<file path="src/sv/ptfd_pkg.sv">
// Package for the PSK tag frame decoder: types, frame constants and decode helpers.
package ptfd_pkg;

    localparam int BUFFER_BYTES   = 16;
    localparam int BUF_BITS       = BUFFER_BYTES * 8;
    localparam int FRAME_BITS     = 64;
    localparam int LEN_W          = 17;
    localparam int CARD_W         = 29;
    localparam int FC_W           = 8;
    localparam int CN_W           = 16;
    localparam int PREAMBLE_LEN   = 33;
    localparam logic [PREAMBLE_LEN-1:0] PREAMBLE = 33'h140000001;
    localparam logic [LEN_W-1:0]  PHASE_SHIFT_US = 17'd120;

    typedef logic [LEN_W-1:0]    t_len;
    typedef logic [BUF_BITS-1:0] t_buf;
    typedef logic [CARD_W-1:0]   t_card;

    typedef enum logic [1:0] {
        PH_NORMAL   = 2'd0,
        PH_INVERTED = 2'd1,
        PH_SHIFTED  = 2'd2,
        PH_INV_SHIFTED = 2'd3
    } t_phase;

    typedef enum logic [1:0] {
        ST_IDLE,
        ST_PHASE,
        ST_SHIFT,
        ST_EMIT
    } t_state;

    // decoded-bit positions, most significant output bit first
    localparam logic [4:0] FC_MAP [FC_W] = '{5'd24, 5'd16, 5'd11, 5'd14,
                                             5'd15, 5'd20, 5'd6, 5'd25};
    localparam logic [4:0] CN_MAP [CN_W] = '{5'd9, 5'd12, 5'd10, 5'd7, 5'd19, 5'd3,
                                             5'd2, 5'd18, 5'd13, 5'd0, 5'd4, 5'd21,
                                             5'd23, 5'd26, 5'd17, 5'd8};

    // Stream bit k sits at vector bit BUF_BITS-1-k.
    function automatic logic frame_ok(input t_buf v);
        frame_ok = (v[127:95] == PREAMBLE) && (v[63:31] == PREAMBLE) && (v[67:66] == 2'b00);
    endfunction

    function automatic t_card card_of(input t_buf v);
        card_of = {v[94:68], v[65:64]};
    endfunction

    function automatic logic [FC_W-1:0] fc_of(input t_card c);
        logic [FC_W-1:0] r;
        r = '0;
        for (int i = 0; i < FC_W; i++) begin
            r[FC_W-1-i] = c[5'd28 - FC_MAP[i]];
        end
        fc_of = r;
    endfunction

    function automatic logic [CN_W-1:0] cn_of(input t_card c);
        logic [CN_W-1:0] r;
        r = '0;
        for (int i = 0; i < CN_W; i++) begin
            r[CN_W-1-i] = c[5'd28 - CN_MAP[i]];
        end
        cn_of = r;
    endfunction

endpackage

</file>
<file path="src/sv/ptfd_if.sv">
// Stream interfaces for pulse input and frame result transfers.
interface ptfd_pulse_if;
    logic        valid;
    logic        ready;
    logic        pulse_level;
    logic [15:0] pulse_duration;

    modport source (output valid, output pulse_level, output pulse_duration, input ready);
    modport sink   (input valid, input pulse_level, input pulse_duration, output ready);
endinterface

interface ptfd_result_if;
    logic        valid;
    logic        ready;
    logic        frame_found;
    logic [28:0] card_bits;
    logic [7:0]  facility_code;
    logic [15:0] card_number;
    logic [1:0]  matched_phase;

    modport source (output valid, output frame_found, output card_bits,
                    output facility_code, output card_number, output matched_phase,
                    input ready);
    modport sink   (input valid, input frame_found, input card_bits,
                    input facility_code, input card_number, input matched_phase,
                    output ready);
endinterface

</file>
<file path="src/sv/psk_tag_frame_decoder.sv">
// PSK tag frame decoder: one pulse in, one frame result out.
// Flow: a pulse no longer than half a bit period goes straight to ST_EMIT; otherwise each
//   phase in turn passes ST_PHASE, then shifts its bits in ST_SHIFT, until a frame matches.
// Throughput: one pulse at a time; the shared subtract/compare unit pushes one bit a cycle.
// Reset (synchronous, active low) clears all four shift registers and the output valid flag.
module psk_tag_frame_decoder #(
    parameter int BIT_PERIOD_US = 255
) (
    input  logic                  i_clk,
    input  logic                  i_rst_n,
    ptfd_pulse_if.sink            i_pulse,
    ptfd_result_if.source         o_result
);

    localparam ptfd_pkg::t_len HALF_P  = ptfd_pkg::LEN_W'(BIT_PERIOD_US / 2);
    localparam ptfd_pkg::t_len PERIOD  = ptfd_pkg::LEN_W'(BIT_PERIOD_US);
    localparam ptfd_pkg::t_len LIMIT   = ptfd_pkg::LEN_W'(ptfd_pkg::FRAME_BITS * BIT_PERIOD_US);

    ptfd_pkg::t_state r_state, n_state;
    ptfd_pkg::t_buf   r_buf [4];
    ptfd_pkg::t_phase r_phase, n_phase;
    ptfd_pkg::t_len   r_rem, n_rem;
    ptfd_pkg::t_len   r_dur, n_dur;
    ptfd_pkg::t_len   r_adj, n_adj;
    logic             r_level, n_level;
    logic             r_hit, n_hit;
    ptfd_pkg::t_card  r_card, n_card;

    logic             r_out_valid;
    logic             r_out_found;
    ptfd_pkg::t_card  r_out_card;
    logic [7:0]       r_out_fc;
    logic [15:0]      r_out_cn;
    logic [1:0]       r_out_phase;

    ptfd_pkg::t_buf   shifted;
    logic             push_bit;
    logic             push;
    logic             emit;
    logic             in_xfer;
    ptfd_pkg::t_len   len_sel;
    ptfd_pkg::t_len   in_dur;

    assign in_dur   = {1'b0, i_pulse.pulse_duration};
    assign in_xfer  = i_pulse.valid && i_pulse.ready;
    assign push_bit = r_level ^ r_phase[0];
    assign shifted  = {r_buf[r_phase][ptfd_pkg::BUF_BITS-2:0], push_bit};
    assign len_sel  = r_phase[1] ? r_adj : r_dur;
    assign push     = (r_state == ptfd_pkg::ST_SHIFT) && (r_rem >= PERIOD);
    assign emit     = (r_state == ptfd_pkg::ST_EMIT) && (!r_out_valid || o_result.ready);

    // next state and working values
    always_comb begin
        n_state = r_state;
        n_phase = r_phase;
        n_rem   = r_rem;
        n_dur   = r_dur;
        n_adj   = r_adj;
        n_level = r_level;
        n_hit   = r_hit;
        n_card  = r_card;
        unique case (r_state)
            ptfd_pkg::ST_IDLE: begin
                if (in_xfer) begin
                    n_level = i_pulse.pulse_level;
                    n_dur   = in_dur;
                    n_phase = ptfd_pkg::PH_NORMAL;
                    n_hit   = 1'b0;
                    if (i_pulse.pulse_level) begin
                        n_adj = in_dur + ptfd_pkg::PHASE_SHIFT_US;
                    end else if (in_dur > ptfd_pkg::PHASE_SHIFT_US) begin
                        n_adj = in_dur - ptfd_pkg::PHASE_SHIFT_US;
                    end else begin
                        n_adj = in_dur;
                    end
                    n_state = (in_dur <= HALF_P) ? ptfd_pkg::ST_EMIT : ptfd_pkg::ST_PHASE;
                end
            end
            ptfd_pkg::ST_PHASE: begin
                n_rem = len_sel + HALF_P;
                if (len_sel + HALF_P >= LIMIT) begin
                    // run too long for a frame: register left alone
                    if (r_phase == ptfd_pkg::PH_INV_SHIFTED) begin
                        n_state = ptfd_pkg::ST_EMIT;
                    end else begin
                        n_phase = ptfd_pkg::t_phase'(r_phase + 2'd1);
                    end
                end else begin
                    n_state = ptfd_pkg::ST_SHIFT;
                end
            end
            ptfd_pkg::ST_SHIFT: begin
                if (push) begin
                    n_rem = r_rem - PERIOD;
                    if (ptfd_pkg::frame_ok(shifted)) begin
                        n_hit   = 1'b1;
                        n_card  = ptfd_pkg::card_of(shifted);
                        n_state = ptfd_pkg::ST_EMIT;
                    end
                end else if (r_phase == ptfd_pkg::PH_INV_SHIFTED) begin
                    n_state = ptfd_pkg::ST_EMIT;
                end else begin
                    n_phase = ptfd_pkg::t_phase'(r_phase + 2'd1);
                    n_state = ptfd_pkg::ST_PHASE;
                end
            end
            ptfd_pkg::ST_EMIT: begin
                if (emit) begin
                    n_state = ptfd_pkg::ST_IDLE;
                end
            end
            default: n_state = ptfd_pkg::ST_IDLE;
        endcase
    end

    // handshake outputs
    always_comb begin
        i_pulse.ready          = (r_state == ptfd_pkg::ST_IDLE);
        o_result.valid         = r_out_valid;
        o_result.frame_found   = r_out_found;
        o_result.card_bits     = r_out_card;
        o_result.facility_code = r_out_fc;
        o_result.card_number   = r_out_cn;
        o_result.matched_phase = r_out_phase;
    end

    always_ff @(posedge i_clk) begin
        if (!i_rst_n) begin
            r_state     <= ptfd_pkg::ST_IDLE;
            r_phase     <= ptfd_pkg::PH_NORMAL;
            r_hit       <= 1'b0;
            r_out_valid <= 1'b0;
            for (int i = 0; i < 4; i++) begin
                r_buf[i] <= '0;
            end
        end else begin
            r_state <= n_state;
            r_phase <= n_phase;
            r_hit   <= n_hit;
            if (push) begin
                r_buf[r_phase] <= shifted;
            end
            if (emit) begin
                r_out_valid <= 1'b1;
            end else if (o_result.ready) begin
                r_out_valid <= 1'b0;
            end
        end
    end

    always_ff @(posedge i_clk) begin
        r_rem   <= n_rem;
        r_dur   <= n_dur;
        r_adj   <= n_adj;
        r_level <= n_level;
        r_card  <= n_card;
        if (emit) begin
            r_out_found <= r_hit;
            r_out_card  <= r_hit ? r_card : '0;
            r_out_fc    <= r_hit ? ptfd_pkg::fc_of(r_card) : '0;
            r_out_cn    <= r_hit ? ptfd_pkg::cn_of(r_card) : '0;
            r_out_phase <= r_hit ? r_phase : 2'd0;
        end
    end

endmodule
</file>
<file path="src/flat_wrapper.sv">
// flat-port wrapper written by rule: the top's interface ports become plain ports
module psk_tag_frame_decoder_flat 
#(
    parameter int BIT_PERIOD_US = 255
)
  (i_clk, i_rst_n, i_pulse_valid, i_pulse_pulse_level, i_pulse_pulse_duration, i_pulse_ready, o_result_valid, o_result_frame_found, o_result_card_bits, o_result_facility_code, o_result_card_number, o_result_matched_phase, o_result_ready);
  ptfd_pulse_if i_pulse_i ();
  ptfd_result_if o_result_i ();
  input  logic i_clk;
  input  logic i_rst_n;
  input wire logic [$bits(i_pulse_i.valid)-1:0] i_pulse_valid;
  input wire logic [$bits(i_pulse_i.pulse_level)-1:0] i_pulse_pulse_level;
  input wire logic [$bits(i_pulse_i.pulse_duration)-1:0] i_pulse_pulse_duration;
  output wire logic [$bits(i_pulse_i.ready)-1:0] i_pulse_ready;
  output wire logic [$bits(o_result_i.valid)-1:0] o_result_valid;
  output wire logic [$bits(o_result_i.frame_found)-1:0] o_result_frame_found;
  output wire logic [$bits(o_result_i.card_bits)-1:0] o_result_card_bits;
  output wire logic [$bits(o_result_i.facility_code)-1:0] o_result_facility_code;
  output wire logic [$bits(o_result_i.card_number)-1:0] o_result_card_number;
  output wire logic [$bits(o_result_i.matched_phase)-1:0] o_result_matched_phase;
  input wire logic [$bits(o_result_i.ready)-1:0] o_result_ready;
  assign i_pulse_i.valid = i_pulse_valid;
  assign i_pulse_i.pulse_level = i_pulse_pulse_level;
  assign i_pulse_i.pulse_duration = i_pulse_pulse_duration;
  assign i_pulse_ready = i_pulse_i.ready;
  assign o_result_valid = o_result_i.valid;
  assign o_result_frame_found = o_result_i.frame_found;
  assign o_result_card_bits = o_result_i.card_bits;
  assign o_result_facility_code = o_result_i.facility_code;
  assign o_result_card_number = o_result_i.card_number;
  assign o_result_matched_phase = o_result_i.matched_phase;
  assign o_result_i.ready = o_result_ready;
  psk_tag_frame_decoder #(.BIT_PERIOD_US(BIT_PERIOD_US)) u_core (.i_clk(i_clk), .i_rst_n(i_rst_n), .i_pulse(i_pulse_i), .o_result(o_result_i));
endmodule
</file>
<file path="config.mk">
export PLATFORM = sky130hd
export DESIGN_NAME = psk_tag_frame_decoder_flat
export DESIGN_NICKNAME = d
export VERILOG_FILES = /design/src/sv/ptfd_pkg.sv /design/src/sv/ptfd_if.sv /design/src/sv/psk_tag_frame_decoder.sv /design/src/flat_wrapper.sv
export SDC_FILE = /design/constraint.sdc
export NUM_CORES = 1
export LEC_CHECK = 0
export BUFFER_PORTS_ARGS = -buffer_cell sky130_fd_sc_hd__buf_2
export CAP_MARGIN = 30
export CORE_UTILIZATION = 50
export CTS_BUF_LIST = sky130_fd_sc_hd__clkbuf_8
export DETAILED_ROUTE_END_ITERATION = 10
export GPL_ROUTABILITY_DRIVEN = 0
export GPL_TIMING_DRIVEN = 0
export PLACE_DENSITY = 0.66
export REMOVE_ABC_BUFFERS = 1
export SLEW_MARGIN = 20
export SYNTH_ARGS = -nofsm -noshare
export SYNTH_HDL_FRONTEND = slang
export SYNTH_SLANG_ARGS = --single-unit
</file>
<file path="constraint.sdc">
create_clock -name i_clk -period 16.9 [get_ports i_clk]
set_input_delay 0 -clock i_clk [delete_from_list [all_inputs] [get_ports i_clk]]
set_output_delay 0 -clock i_clk [all_outputs]
set_load 0.1 [all_outputs]
</file>
==> results of run 1 <==
## worst min path at each step
| stage | start | to | slack (ps) | depth (start not counted) |
|---|---|---|---|---|
| final | i_pulse_pulse_duration[1] | u_core.r_adj[1] | 70 | 2 |
| after global routing | i_pulse_pulse_duration[1] | u_core.r_adj[1] | 50 | 2 |
| after CTS | i_pulse_pulse_duration[1] | u_core.r_adj[1] | 0.9 | 2 |
| after detailed placement | i_pulse_pulse_duration[0] | u_core.r_adj[0] | 200 | 1 |
| after global placement | i_pulse_pulse_duration[1] | u_core.r_adj[1] | 190 | 1 |
| after floorplan | i_pulse_pulse_duration[0] | u_core.r_adj[0] | 100 | 0 |
## stage by stage
step / util (%) / area [um^2] / TNS [ps]
2_1_floorplan: - / 26400 / 0
4_1_cts: 58.5 / 31000 / 0
3_5_place_dp: 54.8 / 29000 / 0
3_3_place_gp: 52.2 / 27700 / -3111780
6_report: 58.5 / 31000 / 0
5_1_grt: 58.5 / 31000 / 0
## state kept, by name, summed over array words and instances, names as in the netlist, named ones only
signal and cells:
u_core.o_result.card_bits 7, u_core.o_result.card_number 15, u_core.o_result.facility_code 7, u_core.o_result.frame_found 1
u_core.o_result.matched_phase 2, u_core.o_result.valid 1, u_core.r_adj 17, u_core.r_buf 508
u_core.r_card 29, u_core.r_dur 13, u_core.r_hit 1, u_core.r_level 1
u_core.r_phase 2, u_core.r_rem 17, u_core.r_state 2
## cells by family (layout without fill, tap and decap cells)
kind of cell             after synthesis  in the layout  share of synthesized area (%)
AO/OA/AOI/OAI                         69             69                           1.76
XOR/XNOR                              39             39                           1.26
adder cells (fa/ha/maj)                8              8                          0.370
buffers and inverters                255            472                           4.12
flip-flops                           625            625                           69.1
multiplexers                         143            143                           11.2
AND/OR/NAND/NOR                      692            692                           12.2
## area by class of cell
| type | instances | area [um^2] |
|---|---|---|
| timing repair buffer | 161 | 1890 |
| inverter | 134 | 503 |
| clock inverter | 78 | 360 |
| multi-input combinational | 951 | 7310 |
| sequential | 625 | 18700 |
| fill | 4090 | 22000 |
| tap | 688 | 861 |
| clock buffer | 99 | 1360 |
## cells in the final DEF, fill, tap and decap left out, types with 4 or more instances in the layout
cell,netlist,layout
edfxtp_1,617,617
nor2_1,280,279
inv_1,134,171
and2_1,161,160
nand2_1,148,148
mux4_2,126,126
clkbuf_8,0,99
buf_2,5,78
buf_16,0,32
dlygate4sd3_1,0,24
xnor2_1,23,23
clkinv_1,0,23
xor2_1,16,16
a21oi_1,16,16
nor4_1,15,15
nor3_1,14,14
mux2i_1,14,14
nand3_1,12,12
clkinv_2,0,12
buf_12,1,11
buf_4,25,9
nor2b_1,9,8
and3_1,7,7
nor4b_1,7,7
ha_1,8,7
a31oi_1,6,6
nor3b_1,7,6
o21a_1,5,5
nand2b_1,7,5
o21ai_0,8,5
buf_6,4,5
or3_1,4,4
nand4_1,4,4
a21boi_1,4,4
dfxtp_1,8,4
## worst max-delay path: stages, from the launching register on
cell and delay (ps):
dfxtp_4 680, buf_16 300, buf_16 270, mux4_1 650, nor4_1 380, and4_1 290
nand3_1 150, or4_4 580, a221oi_2 280, or4b_1 470, o2111a_1 160
## per-layer routing
layer  part of all wire, %  up-vias  track usage (%)
li1                      -     6910                -
met1                    42     7701             25.9
met2                    51      409             34.7
met3                   5.0       86             3.36
met4                   2.0        0             6.51
met5                     0        -                0
## where the power goes
part,switching [mW],internal (mW)
Clock,0.572,0.561
Combinational,0.630,0.423
Sequential,0.0859,1.91
==> metrics.txt, run 1 <==
CTS sink cnt 625; R2R cell count 10; Post-synth EDFFs 617; Worst Setup Slack, final 12500 ps; Worst Hold Class in2reg; Seq cells post-synth 625; Yosys top cell by area edfxtp_1; Final Hold Fails 0; worst setup path category reg2reg; layout cell share with drive strength beyond 1 between 10% and 20%; Rows 84; WP data required 17460 ps; vias in the first global route 15700; Vias per Instance 5.52; kind of start point of the critical path register; # placed instances around 2500; overall routed net length 52900 um; YS warnings 0; max frequency 0.228 GHz; FF-to-FF setup slack approximately 13000 ps; dpl ws roughly 12000 ps; final non-filler cell total 2736; Setup crit end kind register; Post-Syn Area 27000 um^2; Final ANT Viol Nets 0; Worst slew margin around 33%; Die Wd roughly 230 um; Post-layout nets 1999; Leak ~12 nW; largest net degree at the start of global routing 45; post-route clock period utilization 26.0%; skew final about 26 ps; Ant. Diodes 0; total grt overflow 0; All-Layer GR Usage 20.1%; outcome completed; HPWL Detailed ~32000 um; DRC Markers 0; WP data arrival 4960 ps; clk root buf clkbuf_8; Area growth syn-to-layout 14.6%; Seq/Total Area, Yosys 69.1%; crit path time final 4400 ps; vias after detailed routing roughly 15000; post-synthesis async set-or-reset flop share 0%; Initial Util 51.0%; count leader, synth edfxtp_1; Peak VDD IR 0.0766 mV; Mean Syn Cell Area approximately 15 um^2; Max clock buf depth 3; Iter 0 DRT Violations 1065; worst skew pair latency 670 ps; PortBufs 78; die height approximately 230 um; Max Slew Vio Count 0; max cap viols 0; Synth Instances 1831; # hold bufs at CTS 24; post-DR wirelength/cell roughly 19 um; H-tree lvl count 3; worst r2r dst u_core.r_state[0]; worst-path fanout max 29; initial antenna violation count 0; Power Dens Cells 135 nW/um^2; post-CTS sizing 0; area share of the largest cell type after synthesis about two thirds; I/O pin cnt 79; worst-margin pin slew 992 ps; total power approximately 4.2 mW; synth top area cells edfxtp_1, mux4_2, nor2_1, and2_1, nand2_1; final setup fails 0; postcts setup bufs 0; clock slew at reported path FFs 60 ps; core area 53000 um^2; CTS tree done; top cells by count, synth edfxtp_1, nor2_1, and2_1; first-pass GRT wire length approximately 85000 um; unrepaired setup endpoints after global routing false; die area 55000 um^2; Primary FF master, synth edfxtp_1; worst hold slack 72.4 ps; cts bufs inserted 97; iteration count of the initial detailed-routing pass 5; post-synth cell types 65; CP Capture Point u_core.r_state[0]
Note: power is estimated with default switching activity, not from simulation.
==> run 2: changes to the inputs <==
Settings changed: ABC_AREA set to 1.
Clock period 16.9 ns to 4.5 ns, I/O delays scaled along.
==> run 2 against run 1 <==
Effect of this change: setup slack worse by 12000 ps; utilization down 0.65 points; highest routed layer unchanged; clock skew down 2.1 ps; area after synthesis up 4.4%; critical path depth up 3; sequential power rose to 3.9 times the previous value.
==> metrics.txt, run 2 <==
outcome completed (unchanged); CP Capture Point u_core.r_buf[2][48] (was u_core.r_state[0]); WP data arrival 4520 ps (was 4960 ps); max reg flops 508 (unchanged); Max clock buf depth 3 (unchanged); skew final 23.9 ps (was 26.0 ps); R2R Path Start u_core.r_rem[0]; fin area 32100 um^2 (was 31000 um^2); worst skew pair latency 680 ps (was 670 ps); Die Wd 240 um (was 235 um); initial antenna violation count 0 (unchanged); Seq/Total Area, Yosys 66.2% (was 69.1%); max cap viols 0 (unchanged); clock slew at reported path FFs 60 ps (about the same); HPWL Detailed 34600 um (was 31900 um); worst-margin pin slew 1030 ps (was 992 ps); largest reg by FF count u_core.r_buf (unchanged); Setup crit end kind register (unchanged); H-tree lvl count 3 (unchanged); cts bufs inserted 101 (was 97); worst setup path category reg2reg (unchanged); post-route clock period utilization 92.7% (was 26.0%); Seq cells post-synth 625 (unchanged); FF-to-FF setup slack 330 ps (was 12500 ps); Leak 12.9 nW (was 11.9 nW); CTS tree done (unchanged); DRC Markers 0 (unchanged); Rows 86 (was 84); clk root buf clkbuf_8 (unchanged); count leader, synth edfxtp_1 (unchanged); most common cell after layout, fill and taps aside edfxtp_1 (unchanged); Post-layout nets 2861 (was 1999); Area growth syn-to-layout 13.5% (was 14.6%); vias after detailed routing 19300 (was 15100); overall routed net length 60500 um (was 52900 um); fillers 4521 (was 4090); Worst slew margin 31.1% (was 33.3%); Hold Path Stages 2 (unchanged); YS warnings 0 (unchanged); Synth Instances 2751 (was 1831); Peak VDD IR 0.436 mV (was 0.0766 mV); first-pass GRT wire length 97300 um (was 84800 um); Yosys top cell by area edfxtp_1 (unchanged); CTS sink cnt 625 (unchanged); R2R cell count 13 (was 10); Final Hold Fails 0 (unchanged); highest metal used met4 (unchanged); area share of the largest cell type after synthesis 65.6% (was 68.5%); post-synthesis async set-or-reset flop share 0% (unchanged); Final ANT Viol Nets 0 (unchanged); core area 55400 um^2 (was 53000 um^2); Power Dens Cells 598 nW/um^2 (was 135 nW/um^2); Met3 Wirelength 3010 um (was 2670 um); Primary FF master, synth edfxtp_1 (unchanged); Max Slew Vio Count 0 (unchanged); Mean Syn Cell Area 10.3 um^2 (was 14.8 um^2); iteration count of the initial detailed-routing pass 5 (unchanged); unrepaired setup endpoints after global routing false (unchanged); Iter 0 DRT Violations 1567 (was 1065); All-Layer GR Usage 21.4% (was 20.1%); Post-Syn Area 28200 um^2 (was 27000 um^2); placed standard-cell area 30000 um^2 (was 29000 um^2); vias in the first global route 19400 (was 15700); WL met2 30700 um (was 27100 um); crit path time final 4170 ps (was 4400 ps); layout cell share with drive strength beyond 1 12.8% (was 19.6%); Vias per Instance 5.27 (was 5.52); met1 WL 25600 um (was 22100 um); total grt overflow 0 (unchanged); max frequency 0.240 GHz (was 0.228 GHz); Post-synth EDFFs 617 (unchanged); Worst Hold Class in2reg (unchanged); PortBufs 78 (unchanged); WP data required 4850 ps (was 17460 ps); final setup fails 0 (unchanged); setup TNS 0 ps (unchanged); die area 57400 um^2 (was 55000 um^2); worst r2r dst u_core.r_buf[2][48] (was u_core.r_state[0]); largest net degree at the start of global routing 105 (was 45); I/O pin cnt 79 (unchanged); CP startpoint u_core.r_rem[0]; worst hold slack 60.0 ps (was 72.4 ps); Top Registers u_core.r_buf (508), u_core.r_card (29) (unchanged); Worst Setup Slack, final 330 ps (was 12500 ps); top cells by count, synth edfxtp_1, nand2_1, nor2_1 (was edfxtp_1, nor2_1, and2_1); worst-path fanout max 36 (was 29); post-synth cell types 40 (was 65); Initial Util 50.9% (was 51.0%); post-DR wirelength/cell 16.5 um (was 19.3 um); die height 240 um (was 235 um); synth top area cells edfxtp_1, nand2_1, nor2_1, nand3_1, o21ai_0 (was edfxtp_1, mux4_2, nor2_1, and2_1, nand2_1); hold_sp i_pulse_pulse_duration[1] (unchanged); dpl ws -83.7 ps (was 12460 ps); kind of start point of the critical path register (unchanged); most frequent cells in the layout edfxtp_1, nand2_1, nor2_1 (was edfxtp_1, nor2_1, inv_1)
-- run 2: critical path: stages, from the launching register on --
cell	delay (ps)
edfxtp_1	390
ha_1	190
nand2_1	90
nor2_2	180
nand4_2	150
nor2_4	160
or2_1	110
nand3b_2	140
nand2_4	120
nor2_4	640
nand3_4	500
nand2_4	530
buf_12	290
buf_12	270
-- run 2: layout make-up --
| class | instances | area [um^2] | share of cell area, % |
|---|---|---|---|
| clock buffer | 104 | 1430 | 4.47 |
| timing repair buffer | 153 | 1930 | 6.03 |
| antenna | 1 | 2.50 | 0.00781 |
| sequential | 625 | 18700 | 58.3 |
| multi-input combinational | 1713 | 7800 | 24.4 |
| clock inverter | 80 | 324 | 1.01 |
| inverter | 238 | 926 | 2.89 |
| tap | 748 | 936 | 2.92 |
-- run 2: how the worst min path moves through the flow --
stage	endpoint	slack (ps)
6_report	u_core.r_adj[1]	60
5_1_grt	u_core.r_adj[1]	30
4_1_cts	u_core.r_adj[1]	2
3_5_place_dp	u_core.r_adj[1]	200
3_3_place_gp	u_core.r_adj[0]	190
2_1_floorplan	u_core.r_adj[0]	100
-- run 2: repair_timing --
action | 4_1_cts | 5_1_grt
gates resized for setup | 1 | 3
buffers inserted | 0 | 0
endpoints found under the hold margin | 102 | 0
endpoints found under the setup margin | 29 | 104
gates cloned | 0 | 2
hold buffers | 23 | 0
pin swaps | 0 | 1
-- run 2: cell families after synthesis --
group                      Yosys count  share of synthesized area (%)
AOI/OAI and AO/OA                  254                           4.93
adders and majority gates            8                          0.355
DFF                                625                           66.2
xor gates and xnor gates            19                          0.589
buffers and inverters              414                           6.48
and+or+nand+nor                   1431                           21.5
-- run 2: per-layer routing --
metal  global-route usage (%)  up-vias
met2                     38.5      524
met5                        0        -
met4                     6.47        0
li1                         -     9294
met3                     3.35      108
met1                     26.3     9355
-- run 2: power by group --
group | switching (mW) | total, mW | internal, mW
logic | 5.04 | 7.00 | 1.96
clock network | 2.15 | 4.27 | 2.13
registers | 0.424 | 7.88 | 7.46
-- run 2: per-stage QoR --
stage | instances | util, % | total power [mW]
floorplan | 2575 | - | 12.7
global placement | 3401 | 51.7 | 13.9
detailed placement | 3451 | 54.1 | 14.9
CTS | 3658 | 57.7 | 19.2
global route | 3661 | 57.8 | 20.3
finish | 3662 | 57.8 | 19.2
==> run 3: changes to the inputs <==
Settings changed: BUFFER_PORTS_ARGS -buffer_cell sky130_fd_sc_hd__buf_2 to not set, DONT_BUFFER_PORTS set to 1, PLACE_DENSITY 0.66 to not set.
==> run 3 against run 2 <==
Effect of this change: clock power increased by 4%; combinational power decreased by 2%; global-route usage increased by 0.84 points; clock-buffer cell count decreased by 2; power increased by 1.3%; utilization increased by 0.78 points; critical path depth increased by 3; sequential power increased by 2.9%; hold slack improved by 13 ps; largest power group unchanged; highest routed layer unchanged.
==> metrics.txt, run 3 (synthesis results as in run 2) <==
Peak VDD IR 0.352 mV (was 0.436 mV); CTS tree done (unchanged); largest reg by FF count u_core.r_buf (unchanged); vias in the first global route 19500 (was 19400); WHS Endpoint u_core.r_dur[12] (was u_core.r_adj[1]); worst-margin pin slew 1050 ps (was 1030 ps); Rows 86 (unchanged); post-DR wirelength/cell 17.2 um (was 16.5 um); worst r2r dst u_core.r_card[0] (was u_core.r_buf[2][48]); fillers 4629 (was 4521); Hold Path Stages 1 (was 2); cts bufs inserted 102 (was 101); core area 55400 um^2 (unchanged); I/O pin cnt 79 (unchanged); Worst Hold Class in2reg (unchanged); Setup crit end kind register (unchanged); slowest stage delay, CP 560 ps (was 640 ps); post-route clock period utilization 92.5% (was 92.7%); PortBufs 0 (was 78); placed standard-cell area 30300 um^2 (was 30000 um^2); layout cell share with drive strength beyond 1 11.4% (was 12.8%); WP data required 4870 ps (was 4850 ps); unrepaired setup endpoints after global routing false (unchanged); R2R cell count 16 (was 13); outcome completed (unchanged); DRC Markers 0 (unchanged); Max Slew Vio Count 0 (unchanged); multi-input logic area 7810 um^2 (was 7800 um^2); Top Registers u_core.r_buf (508), u_core.r_card (29) (unchanged); CP Cell Sequence buf_12 -> buf_16 -> inv_8 -> buf_16 -> nand2_1 -> nand3_1 -> nand2_1 -> nand2_1 -> nor2_1 -> nand2_1 -> nor2_1 -> nand3_1 -> nor2_1 -> nand2_1 -> inv_2 -> buf_12 (was ha_1 -> nand2_1 -> nor2_2 -> nand4_2 -> nor2_4 -> or2_1 -> nand3b_2 -> nand2_4 -> nor2_4 -> nand3_4 -> nand2_4 -> buf_12 -> buf_12); Final ANT Viol Nets 0 (unchanged); iteration count of the initial detailed-routing pass 7 (was 5); overall routed net length 62400 um (was 60500 um); max cap viols 0 (unchanged); initial antenna violation count 1 (was 0); die height 240 um (unchanged); final setup fails 0 (unchanged); Die Wd 240 um (unchanged); Max clock buf depth 3 (unchanged); vias after detailed routing 19100 (was 19300); total grt overflow 0 (unchanged); Vias per Instance 5.29 (was 5.27); FF-to-FF setup slack 340 ps (was 330 ps); Iter 0 DRT Violations 1336 (was 1567); Power Dens Cells 598 nW/um^2 (about the same); crit path time final 4160 ps (was 4170 ps); max frequency 0.240 GHz (about the same); kind of start point of the critical path register (unchanged); clk root buf clkbuf_8 (unchanged); worst skew pair latency 710 ps (was 680 ps); first-pass GRT wire length 101000 um (was 97300 um); fin area 32500 um^2 (was 32100 um^2); CP max-delay cell dfxtp_4 (was nor2_4); CTS sink cnt 625 (unchanged); Final Util 58.6% (was 57.8%); Initial Util 50.9% (unchanged); dpl ws -103 ps (was -83.7 ps); worst setup path category reg2reg (unchanged); max reg flops 508 (unchanged); die area 57400 um^2 (unchanged); most frequent cell on the critical path nand2_1; H-tree lvl count 3 (unchanged); Worst Setup Slack, final 337 ps (was 330 ps); Post-layout nets 2817 (was 2861); worst-path fanout max 129 (was 36); Final Hold Fails 0 (unchanged); WP data arrival 4530 ps (was 4520 ps); skew final 31.2 ps (was 23.9 ps); most frequent cells in the layout edfxtp_1, nand2_1, nor2_1 (unchanged); All-Layer GR Usage 22.2% (was 21.4%); hold_sp i_pulse_pulse_duration[12] (was i_pulse_pulse_duration[1]); setup TNS 0 ps (unchanged); area occupied by registers 18700 um^2 (about the same); Leak 12.9 nW (about the same); Worst slew margin 30.2% (was 31.1%); most common cell after layout, fill and taps aside edfxtp_1 (unchanged); clock slew at reported path FFs 60 ps (about the same); Area growth syn-to-layout 15.1% (was 13.5%); HPWL Detailed 34100 um (was 34600 um); largest net degree at the start of global routing 130 (was 105)
[run 3: through the flow]
stage	std cells	hold slack (ps)	total power, mW
CTS	3615	9.98	19.6
global placement	3323	99.0	13.9
finish	3620	73.5	19.4
detailed placement	3399	98.9	15.0
floorplan	2575	98.9	12.7
global route	3620	68.3	20.6
[run 3: worst max-delay path, delay by kind of cell (launching register included)]
family | cells | cell delay, ps
and+or+nand+nor | 10 | 1560
buffers and inverters | 6 | 1590
DFF | 1 | 560
[run 3: worst max-delay path by stage]
| stage | from | to | slack [ps] | cells after the start |
|---|---|---|---|---|
| after global placement | u_core.r_phase[1] | u_core.r_buf[1][17] | -24270 | 3 |
| final | register | u_core.r_card[0] | 340 | 16 |
| after CTS | u_core.r_rem[0] | u_core.r_buf[2][63] | 50 | 14 |
| after floorplan | u_core.r_phase[1] | u_core.r_buf[1][0] | -8390 | 3 |
| after global routing | register | u_core.r_card[0] | 0.6 | 16 |
| after detailed placement | u_core.r_state[0] | u_core.r_buf[2][18] | -100 | 9 |
[run 3: layout make-up]
class                      instances  area share (%)
multi-input combinational       1713            24.0
clock buffer                     102            4.32
inverter                         238            2.82
tap                              748            2.88
antenna                            1         0.00770
clock inverter                    85            1.25
timing repair buffer             108            7.13
sequential                       625            57.6
[run 3: power by group]
| part | leakage (nW) | switching (mW) | internal [mW] |
|---|---|---|---|
| logic | 5.54 | 4.85 | 2.02 |
| clock network | 1.04 | 2.25 | 2.18 |
| registers | 6.35 | 0.646 | 7.46 |
[run 3: metal layers]
| metal | track usage (%) | wire length [um] |
|---|---|---|
| met5 | 0 | 0 |
| met2 | 40.2 | 31900 |
| met1 | 27.0 | 26100 |
| met3 | 3.28 | 3150 |
| met4 | 7.40 | 1200 |
[run 3: what timing repair did]
action                                 4_1_cts  5_1_grt
gates cloned                                 1        0
resized for setup                            1        0
hold buffers                                28        0
setup endpoints to repair                   39       67
buffers inserted                             0        3
endpoints found under the hold margin      487        0
pin swaps                                    1        1
